File: src/rtl/kti_pkg.sv
// Shared constants, types and helpers for the keyframe track interpolator.
package kti_pkg;

	localparam int MAX_KEYS = 64;
	localparam int TRACKS   = 2;
	localparam int IDX_W    = $clog2(MAX_KEYS);
	localparam int CNT_W    = $clog2(MAX_KEYS + 1);
	localparam int TRK_W    = $clog2(TRACKS);
	localparam int ADDR_W   = TRK_W + IDX_W;
	// rows are addressed as {track, index}, so each track owns a power-of-two slot range
	localparam int DEPTH    = TRACKS * (2 ** IDX_W);

	localparam int FRAME_W  = 16;
	localparam int VAL_W    = 32;
	localparam int TIME_W   = 24;
	localparam int NUM_W    = 32;
	localparam int QUO_W    = 16;
	localparam int STEP_W   = $clog2(QUO_W + 1);

	localparam logic OP_APPEND = 1'b0;
	localparam logic OP_SAMPLE = 1'b1;

	localparam logic [1:0] ST_OK    = 2'd0;
	localparam logic [1:0] ST_EMPTY = 2'd1;
	localparam logic [1:0] ST_FULL  = 2'd2;

	typedef struct packed {
		logic [FRAME_W-1:0]      frame;
		logic signed [VAL_W-1:0] x;
		logic signed [VAL_W-1:0] y;
		logic signed [VAL_W-1:0] z;
	} key_t;

	// divider handshake toward the sequencer
	typedef struct packed {
		logic             busy;
		logic             done;
		logic [QUO_W-1:0] quo;
	} div_stat_t;

	function automatic logic signed [VAL_W-1:0] key_comp(input key_t k, input logic [1:0] c);
		logic signed [VAL_W-1:0] v;
		unique case (c)
			2'd0:    v = k.x;
			2'd1:    v = k.y;
			default: v = k.z;
		endcase
		return v;
	endfunction

endpackage

File: src/rtl/kti_div.sv
// Restoring divider, one quotient bit per cycle; quotient known to fit QUO_W bits.
module kti_div (
	input  logic                         clk,
	input  logic                         arst_n,
	input  logic                         start,
	input  logic [kti_pkg::NUM_W-1:0]    num,
	input  logic [kti_pkg::FRAME_W-1:0]  den,
	output kti_pkg::div_stat_t           stat
);

	logic [kti_pkg::FRAME_W-1:0] rem_q;
	logic [kti_pkg::QUO_W-1:0]   qsh_q;
	logic [kti_pkg::STEP_W-1:0]  cnt_q;
	logic                        done_q;
	logic [kti_pkg::FRAME_W:0]   trial;
	logic [kti_pkg::FRAME_W:0]   diff;
	logic                        fits;

	assign trial = {rem_q, qsh_q[kti_pkg::QUO_W-1]};
	assign diff  = trial - {1'b0, den};
	assign fits  = trial >= {1'b0, den};

	always_ff @(posedge clk or negedge arst_n) begin
		if (!arst_n) begin
			cnt_q  <= '0;
			done_q <= 1'b0;
		end else begin
			done_q <= (cnt_q == kti_pkg::STEP_W'(1));
			if (start) begin
				cnt_q <= kti_pkg::STEP_W'(kti_pkg::QUO_W);
			end else if (cnt_q != '0) begin
				cnt_q <= cnt_q - 1'b1;
			end
		end
	end

	always_ff @(posedge clk) begin
		if (start) begin
			// high half is below den, so it seeds the remainder directly
			rem_q <= num[kti_pkg::NUM_W-1 -: kti_pkg::FRAME_W];
			qsh_q <= num[kti_pkg::QUO_W-1:0];
		end else if (cnt_q != '0) begin
			rem_q <= fits ? diff[kti_pkg::FRAME_W-1:0] : trial[kti_pkg::FRAME_W-1:0];
			qsh_q <= {qsh_q[kti_pkg::QUO_W-2:0], fits};
		end
	end

	assign stat.busy = (cnt_q != '0);
	assign stat.done = done_q;
	assign stat.quo  = qsh_q;

endmodule

File: config.mk
export PLATFORM = sky130hd
export DESIGN_NAME = kti_div
export DESIGN_NICKNAME = d
export VERILOG_FILES = /design/src/rtl/kti_pkg.sv /design/src/rtl/kti_div.sv
export SDC_FILE = /design/constraint.sdc
export NUM_CORES = 1
export LEC_CHECK = 0
export ABC_AREA = 1
export BUFFER_PORTS_ARGS = -buffer_cell sky130_fd_sc_hd__buf_2
export CORE_MARGIN = 4
export CORE_UTILIZATION = 40
export CTS_CLUSTER_SIZE = 20
export DETAILED_ROUTE_END_ITERATION = 10
export PLACE_DENSITY_LB_ADDON = 0.3
export SLEW_MARGIN = 0
export SYNTH_ARGS = -nofsm -noshare
export SYNTH_HDL_FRONTEND = slang
export SYNTH_SLANG_ARGS = --single-unit
export TNS_END_PERCENT = 1
File: constraint.sdc
create_clock -name clk -period 5 [get_ports clk]
set_input_delay 1 -clock clk [delete_from_list [all_inputs] [get_ports clk]]
set_output_delay 1 -clock clk [all_outputs]
set_load 0.01 [all_outputs]
==> key figures, run 1 <==
Clock network
  – Hold Buf Count CTS: 0
  – Clk pin slew, worst setup/hold paths: 80 ps
  – # Post-CTS Setup Buffers: 0
  – Max clock buf depth: 2
  – CTS H-tree lvls: 2
  – Sink Count: 38
  – CTS resizes: 0
  – Root Buffer: clkbuf_8
  – Clk_lat worst skew: 290 ps
  – CTS tree: built
  – CTS buffer count: 5

Route
  – Drt wl/cell: 12.3 microns
  – DRC viols: 0
  – Vias per cell: 4.69
  – Antenna Nets Post-Route: 0
  – Initial DRT Pass Iterations: 4
  – WL final: 7300 microns
  – Via count: 2790
  – Initial DRC Count: 112

Timing
  – Final Setup Violations: 0
  – Worst rel slew slack: 0.419
  – Max Transition Viols Final: 0
  – Crit share post-route: 0.577
  – Final worst clock skew: 6.51 ps
  – Unrepaired setup endpoints after global routing: no
  – Setup Total Neg Slack: 0 ps
  – Final hold slack: 483 ps
  – Measured slew at the worst slew-check pin: 866 ps
  – Fin crit period: 2880 ps
  – Achievable Freq: 347 MHz
  – Final hold violation count: 0

Final layout
  – Antenna diodes: 0
  – Register area: 1110 sq um
  – Share of layout cells above drive strength 1: 0.208
  – Footprint of the multi-input gates: 1650 sq um
  – Most common cell after layout, fill and taps aside: nand2_1
  – Most frequent cells in the layout: nand2_1, buf_2, inv_1
  – Nets: 566
  – Area delta synth->final: 16.3%
  – Fill count: 784
  – Final instance area: 3570 sq um

Critical path
  – Startpoint Class: input port
  – Most frequent CP cell: nand2_1
  – CP max FO: 37
  – CP Data Arrival Time: 2930 ps
  – Slowest library cell on the worst path: clkinv_1
  – R2R Setup Slk: 2590 ps
  – Critical Path Sink Type: flip-flop
  – Req. time, crit path: 5050 ps
  – CP bufs+invs: 2
  – Worst reg2reg path endpoint: rem_q[13]
  – Max stage delay on crit path: 880 ps
  – Reg-to-Reg Start: rem_q[9]
  – Cell depth of the worst flop-to-flop path: 13
  – Largest delay contributor family on the critical path: buffers and inverters
  – Cells along the critical path: buf_2 -> clkinv_1 -> nand2_1 -> nand2_1 -> nand2_1 -> nand2_1
  – WS Path Type: in2reg

Min path
  – Min-Delay Endpoint: done_q
  – Min-Delay Startpoint: cnt_q[4]
  – Worst min path class: reg2reg
  – Cell count of the worst hold path: 1

Global route
  – Global-route wire length before repair: 12400 microns
  – Grt ovf: 0
  – Initial antenna violation count: 0
  – GRT Overall Usage: 0.171
  – Largest net degree at the start of global routing: 38
  – Vias in the first global route: 2784

Logic synthesis
  – Post-Syn Instances: 430
  – Area leader, netlist: edfxtp_1
  – Cells taking the most area after synthesis: edfxtp_1, nand2_1, ha_1
  – Mean Syn Cell Area: 7.13 sq um
  – Synth top area share: 0.313
  – Distinct cells, synth: 34
  – Syn Nets: 501
  – Register bit total from synthesis: 38
  – Post-Syn Area: 3070 sq um
  – Syn. warnings: 0
  – Post-synthesis sequential area ratio: 0.362

Floorplan
  – Die Area: 9130 sq um
  – Die Wd: 95.5 microns
  – Num rows: 31
  – CORE AREA: 7370 sq um
  – Die Span Y: 95.5 microns
  – IO Pins: 69
  – Effective utilization at floorplan: 0.416

Placement
  – Dpl hpwl: 5920 microns
  – Placed cell areas: 3470 sq um
  – Placer Congestion: 0.888
  – Port-buffer cells: 68

Status
  – Status: completed

Power
  – Pwr dens: 539 nW/um^2
  – Peak VDD IR: 0.000230 V
  – Pleak: 0.00196 uW

Flow run
  – Max-Cap Viols: 0
==> registers in the layout (all words and copies together) (netlist names) <==
register	flops
cnt_q	5
done_q	1
qsh_q	16
rem_q	16
==> area by class of cell <==
type / instances / share of cell area
clock buffer: 6 / 0.0232
clock inverter: 2 / 0.00351
inverter: 64 / 0.0674
multi-input combinational: 317 / 0.462
sequential: 38 / 0.312
tap: 99 / 0.0347
timing repair buffer: 69 / 0.0975
==> per-stage QoR <==
step | setup WS, ps | instances | util | total power [uW]
2_1_floorplan | 2450 | 430 | - | 1450
3_3_place_gp | 1820 | 587 | 0.471 | 1680
3_5_place_dp | 1740 | 587 | 0.471 | 1700
4_1_cts | 2050 | 595 | 0.484 | 1930
5_1_grt | 1750 | 595 | 0.484 | 2130
6_report | 2120 | 595 | 0.484 | 1920
==> logic make-up after synthesis <==
| kind of cell | after synthesis | share of synthesized area |
|---|---|---|
| AOI/OAI and AO/OA | 15 | 0.0286 |
| xor gates and xnor gates | 8 | 0.0229 |
| adders and majority gates | 20 | 0.0841 |
| buffers and inverters | 75 | 0.100 |
| DFF | 38 | 0.362 |
| and+or+nand+nor | 274 | 0.402 |
==> power by group <==
group,internal (uW),switching (uW)
logic,422,703
clock network,111,109
registers,496,82.7
total,1030,895
==> metal layers <==
metal / wire length, microns / global-route usage
met3: 436 / 0.0284
met5: 0 / 0
met1: 3470 / 0.238
met2: 3310 / 0.276
met4: 87 / 0.0427
==> how the worst max path moves through the flow <==
| stage | from | endpoint | depth (start not counted) |
|---|---|---|---|
| 3_5_place_dp | start | rem_q[15] | 6 |
| 4_1_cts | start | rem_q[15] | 6 |
| 6_report | start | rem_q[13] | 6 |
| 2_1_floorplan | den[12] | rem_q[0] | 13 |
| 5_1_grt | start | rem_q[15] | 6 |
| 3_3_place_gp | start | rem_q[15] | 6 |
==> Yosys cell counts (all sizes together) <==
| library cell | n |
|---|---|
| inv | 63 |
| fa | 1 |
| clkinv | 1 |
| xnor2 | 5 |
| o21ai | 1 |
| nor3 | 3 |
| buf | 6 |
| nand2 | 192 |
| o31ai | 2 |
| nor2 | 22 |
| edfxtp | 32 |
| nand3 | 36 |
| nand4 | 5 |
| dfrtp | 6 |
| clkbuf | 5 |
| o21bai | 1 |
| and2 | 1 |
| ha | 19 |
| a31oi | 1 |
| a21oi | 9 |
| xor2 | 3 |
| nand3b | 13 |
| or2 | 2 |
| a311oi | 1 |
Note: power is estimated with default switching activity, not from simulation.
==> inputs of run 2 (changes only) <==
--- a/config.mk
+++ b/config.mk
@@ -5,7 +5,7 @@
 export SDC_FILE = /design/constraint.sdc
 export NUM_CORES = 1
 export LEC_CHECK = 0
-export ABC_AREA = 1
+export ABC_AREA = 0
 export BUFFER_PORTS_ARGS = -buffer_cell sky130_fd_sc_hd__buf_2
 export CORE_MARGIN = 4
 export CORE_UTILIZATION = 40
==> constraint.sdc (replaced) <==
create_clock -name clk -period 2.6 [get_ports clk]
set_input_delay 0.52 -clock clk [delete_from_list [all_inputs] [get_ports clk]]
set_output_delay 0.52 -clock clk [all_outputs]
set_load 0.01 [all_outputs]
==> run 2 against run 1 <==
Effect of this change: the flow now finishes with violations (negative setup slack); cell count shrank 26%; worst setup slack lost 2200 ps; area after synthesis shrank 13%; non-clock buffer count grew 43; wire length shrank 12%; critical path type is now reg2reg; largest power group unchanged.
==> key figures, run 2 <==
Final layout
  – Antenna diodes: 0 (unchanged)
  – Post-route non-filler standard cell count: 438 (-26%)
  – Most frequent cells in the layout: buf_2, buf_4, edfxtp_1
  – Share of layout cells above drive strength 1: 0.416 (+0.208)
  – Fill count: 575 (-27%)
  – Most common cell after layout, fill and taps aside: buf_2
  – Nets: 431 (-24%)
  – Regs by FF count: qsh_q x16, rem_q x16, cnt_q x5
  – Area delta synth->final: 34.7%

Timing
  – Max Transition Viols Final: 0 (unchanged)
  – Final hold violation count: 0 (unchanged)
  – Measured slew at the worst slew-check pin: 376 ps (-490 ps)
  – Setup Total Neg Slack: -359 ps (-359 ps)
  – Crit share post-route: 1.03
  – Worst setup margin: -89.4 ps (-2210 ps)
  – Fin crit period: 2690 ps
  – Unrepaired setup endpoints after global routing: yes
  – Final hold slack: 22.6 ps (-460 ps)
  – Final worst clock skew: 6.98 ps (+0.474 ps)
  – Final Setup Violations: 7 (+7)
  – Worst rel slew slack: 0.747 (+0.329)
  – Achievable Freq: 372 MHz

Critical path
  – CP Data Arrival Time: 2750 ps (-180 ps)
  – Req. time, crit path: 2660 ps (-2390 ps)
  – CP max FO: 6 (-84%)
  – WS Path Type: reg2reg
  – Max stage delay on crit path: 420 ps (-460 ps)
  – Slowest library cell on the worst path: edfxtp_1
  – Cells along the critical path: ha_1 -> nor2b_1 -> o31a_1 -> o31ai_4 -> nand4_1 -> a311oi_4 -> buf_6 -> mux2i_1 -> mux2_2
  – Critical Path Sink Type: flip-flop
  – Startpoint Class: flip-flop

Global route
  – Largest net degree at the start of global routing: 45 (+18%)
  – Initial antenna violation count: 0 (unchanged)
  – GRT Overall Usage: 0.165 (-0.00646)
  – Global-route wire length before repair: 10200 microns (-18%)
  – Grt ovf: 0 (unchanged)
  – Vias in the first global route: 2278 (-18%)

Logic synthesis
  – Synth top area share: 0.361 (+0.0471)
  – Ys async rst share: 0.158 (unchanged)
  – Post-synthesis sequential area ratio: 0.417 (+0.0545)
  – Post-Syn Instances: 254 (-41%)
  – Top-count cell post-synth: edfxtp_1
  – Mean Syn Cell Area: 10.5 sq um (+47%)
  – Syn Nets: 325 (-35%)
  – Syn. warnings: 0 (unchanged)
  – Area leader, netlist: edfxtp_1
  – Commonest cells in the netlist: edfxtp_1, inv_1, nand2_1
  – Cells taking the most area after synthesis: edfxtp_1, ha_1, mux2_2
  – Number of synthesized flops with an enable pin: 32 (unchanged)
  – Ys flop type: edfxtp_1
  – Post-Syn Area: 2670 sq um (-13%)
  – Register bit total from synthesis: 38 (unchanged)
  – Distinct cells, synth: 47 (+38%)

Power
  – Pleak: 0.00167 uW (-15%)
  – Peak VDD IR: 0.000488 V (+110%)
  – Pwr dens: 1130 nW/um^2 (+110%)
  – Pwr Total: 4040 uW (+110%)

Min path
  – Worst min path class: in2async

Route
  – Via count: 2279 (-18%)
  – Initial DRT Pass Iterations: 4 (unchanged)
  – Antenna Nets Post-Route: 0 (unchanged)
  – Drt wl/cell: 14.7 microns (+20%)
  – Vias per cell: 5.20 (+11%)
  – Initial DRC Count: 108 (-3.6%)
  – WL final: 6450 microns (-12%)
  – DRC viols: 0 (unchanged)

Clock network
  – CTS H-tree lvls: 2 (unchanged)
  – CTS tree: built
  – Root Buffer: clkbuf_8
  – CTS buffer count: 5 (unchanged)
  – Clk pin slew, worst setup/hold paths: 80 ps (about the same)
  – Sink Count: 38 (unchanged)
  – Max clock buf depth: 2 (unchanged)
  – # Post-CTS Setup Buffers: 0 (unchanged)
  – Clk_lat worst skew: 300 ps (about the same)

Floorplan
  – CORE AREA: 6420 sq um (-13%)
  – Num rows: 29 (-6.5%)
  – Effective utilization at floorplan: 0.415 (-0.000997)
  – IO Pins: 69 (unchanged)
  – Die Wd: 89.6 microns (-6.2%)
  – Die Area: 8030 sq um (-12%)
  – Die Span Y: 89.6 microns (-6.2%)

Status
  – Failing checks: negative setup slack
  – Status: finished with violations

Placement
  – Placer Congestion: 0.823 (-7.4%)
  – Dpl hpwl: 4870 microns (-18%)
  – Port-buffer cells: 68 (unchanged)
  – DP Cell Count: 430 (-27%)

Flow run
  – Max-Cap Viols: 0 (unchanged)
run 2: cell count changes in the layout (fill, tap and decap cells not counted), moves of 4 or more:
cell	delta
nand2_1	-155
inv_1	-41
buf_4	+38
nand3_1	-32
mux2_2	+16
nand2_2	-13
mux2i_1	+7
nor2_1	-7
a21o_1	+6
nor2_2	-6
nor2b_1	+6
nor3_1	+6
o311ai_1	+5
o21a_1	+4
run 2: worst max-delay path: cells and delay by family (launching register included):
family                   cells  cell delay [ps]
flip-flops                   1              420
AO/OA/AOI/OAI                3              890
adder cells (fa/ha/maj)      1              300
multiplexers                 2              320
buffers and inverters        1              190
AND/OR/NAND/NOR              2              310
run 2: final cells by class:
cell class	instances	area, sq um	share of cell area
multi-input combinational	181	1450	0.403
tap	77	96.3	0.0268
sequential	38	1110	0.310
timing repair buffer	112	716	0.199
inverter	22	82.6	0.0230
clock inverter	3	68.8	0.0192
clock buffer	5	68.8	0.0192
run 2: power breakdown:
group | internal, uW | switching [uW] | leakage, uW
Combinational | 1190 | 1110 | 0.00118
Clock | 385 | 241 | 0.0000683
Sequential | 963 | 149 | 0.000416
run 2: kinds of logic after synthesis:
logic type	count (synthesis)	synth area share
AOI/OAI and AO/OA	56	0.162
xor gates and xnor gates	12	0.0394
adders and majority gates	20	0.0967
buffers and inverters	35	0.0545
DFF	38	0.417
muxes	23	0.0939
and+or+nand+nor	70	0.137
run 2: stage by stage:
step / utilization / instance area [sq um] / setup WS [ps]
2_1_floorplan: - / 2670 / -77.8
3_3_place_gp: 0.533 / 3430 / -294
3_5_place_dp: 0.533 / 3430 / -344
4_1_cts: 0.555 / 3570 / -82.5
5_1_grt: 0.559 / 3590 / -195
6_report: 0.559 / 3590 / -89.4
run 2: routing by layer:
layer	GRT usage	vias to the layer above	routed length, microns
li1	-	1154	-
met1	0.208	1072	2910
met2	0.281	45	3120
met3	0.0356	8	333
met4	0.0487	0	87
met5	0	-	0
run 2: what timing repair did:
action / CTS / global route
hold buffers: 0 / 0
pin swaps: 1 / 1
gates cloned: 0 / 0
resized for setup: 1 / 14
setup endpoints to repair: 9 / 16
run 2: path summary, 6_finish.rpt:
kind                       startpoint   endpoint  slack (ps)  cells after the start
max                          rem_q[0]   rem_q[0]         -90                      9
min                            arst_n   cnt_q[1]          20                      1
max reg2reg                  rem_q[0]   rem_q[0]         -90                      9
min reg2reg                  cnt_q[4]   cnt_q[4]         530                      1
max in group asynchronous      arst_n   cnt_q[2]        2430                      1
min in group clk              num[26]  rem_q[10]         500                      3
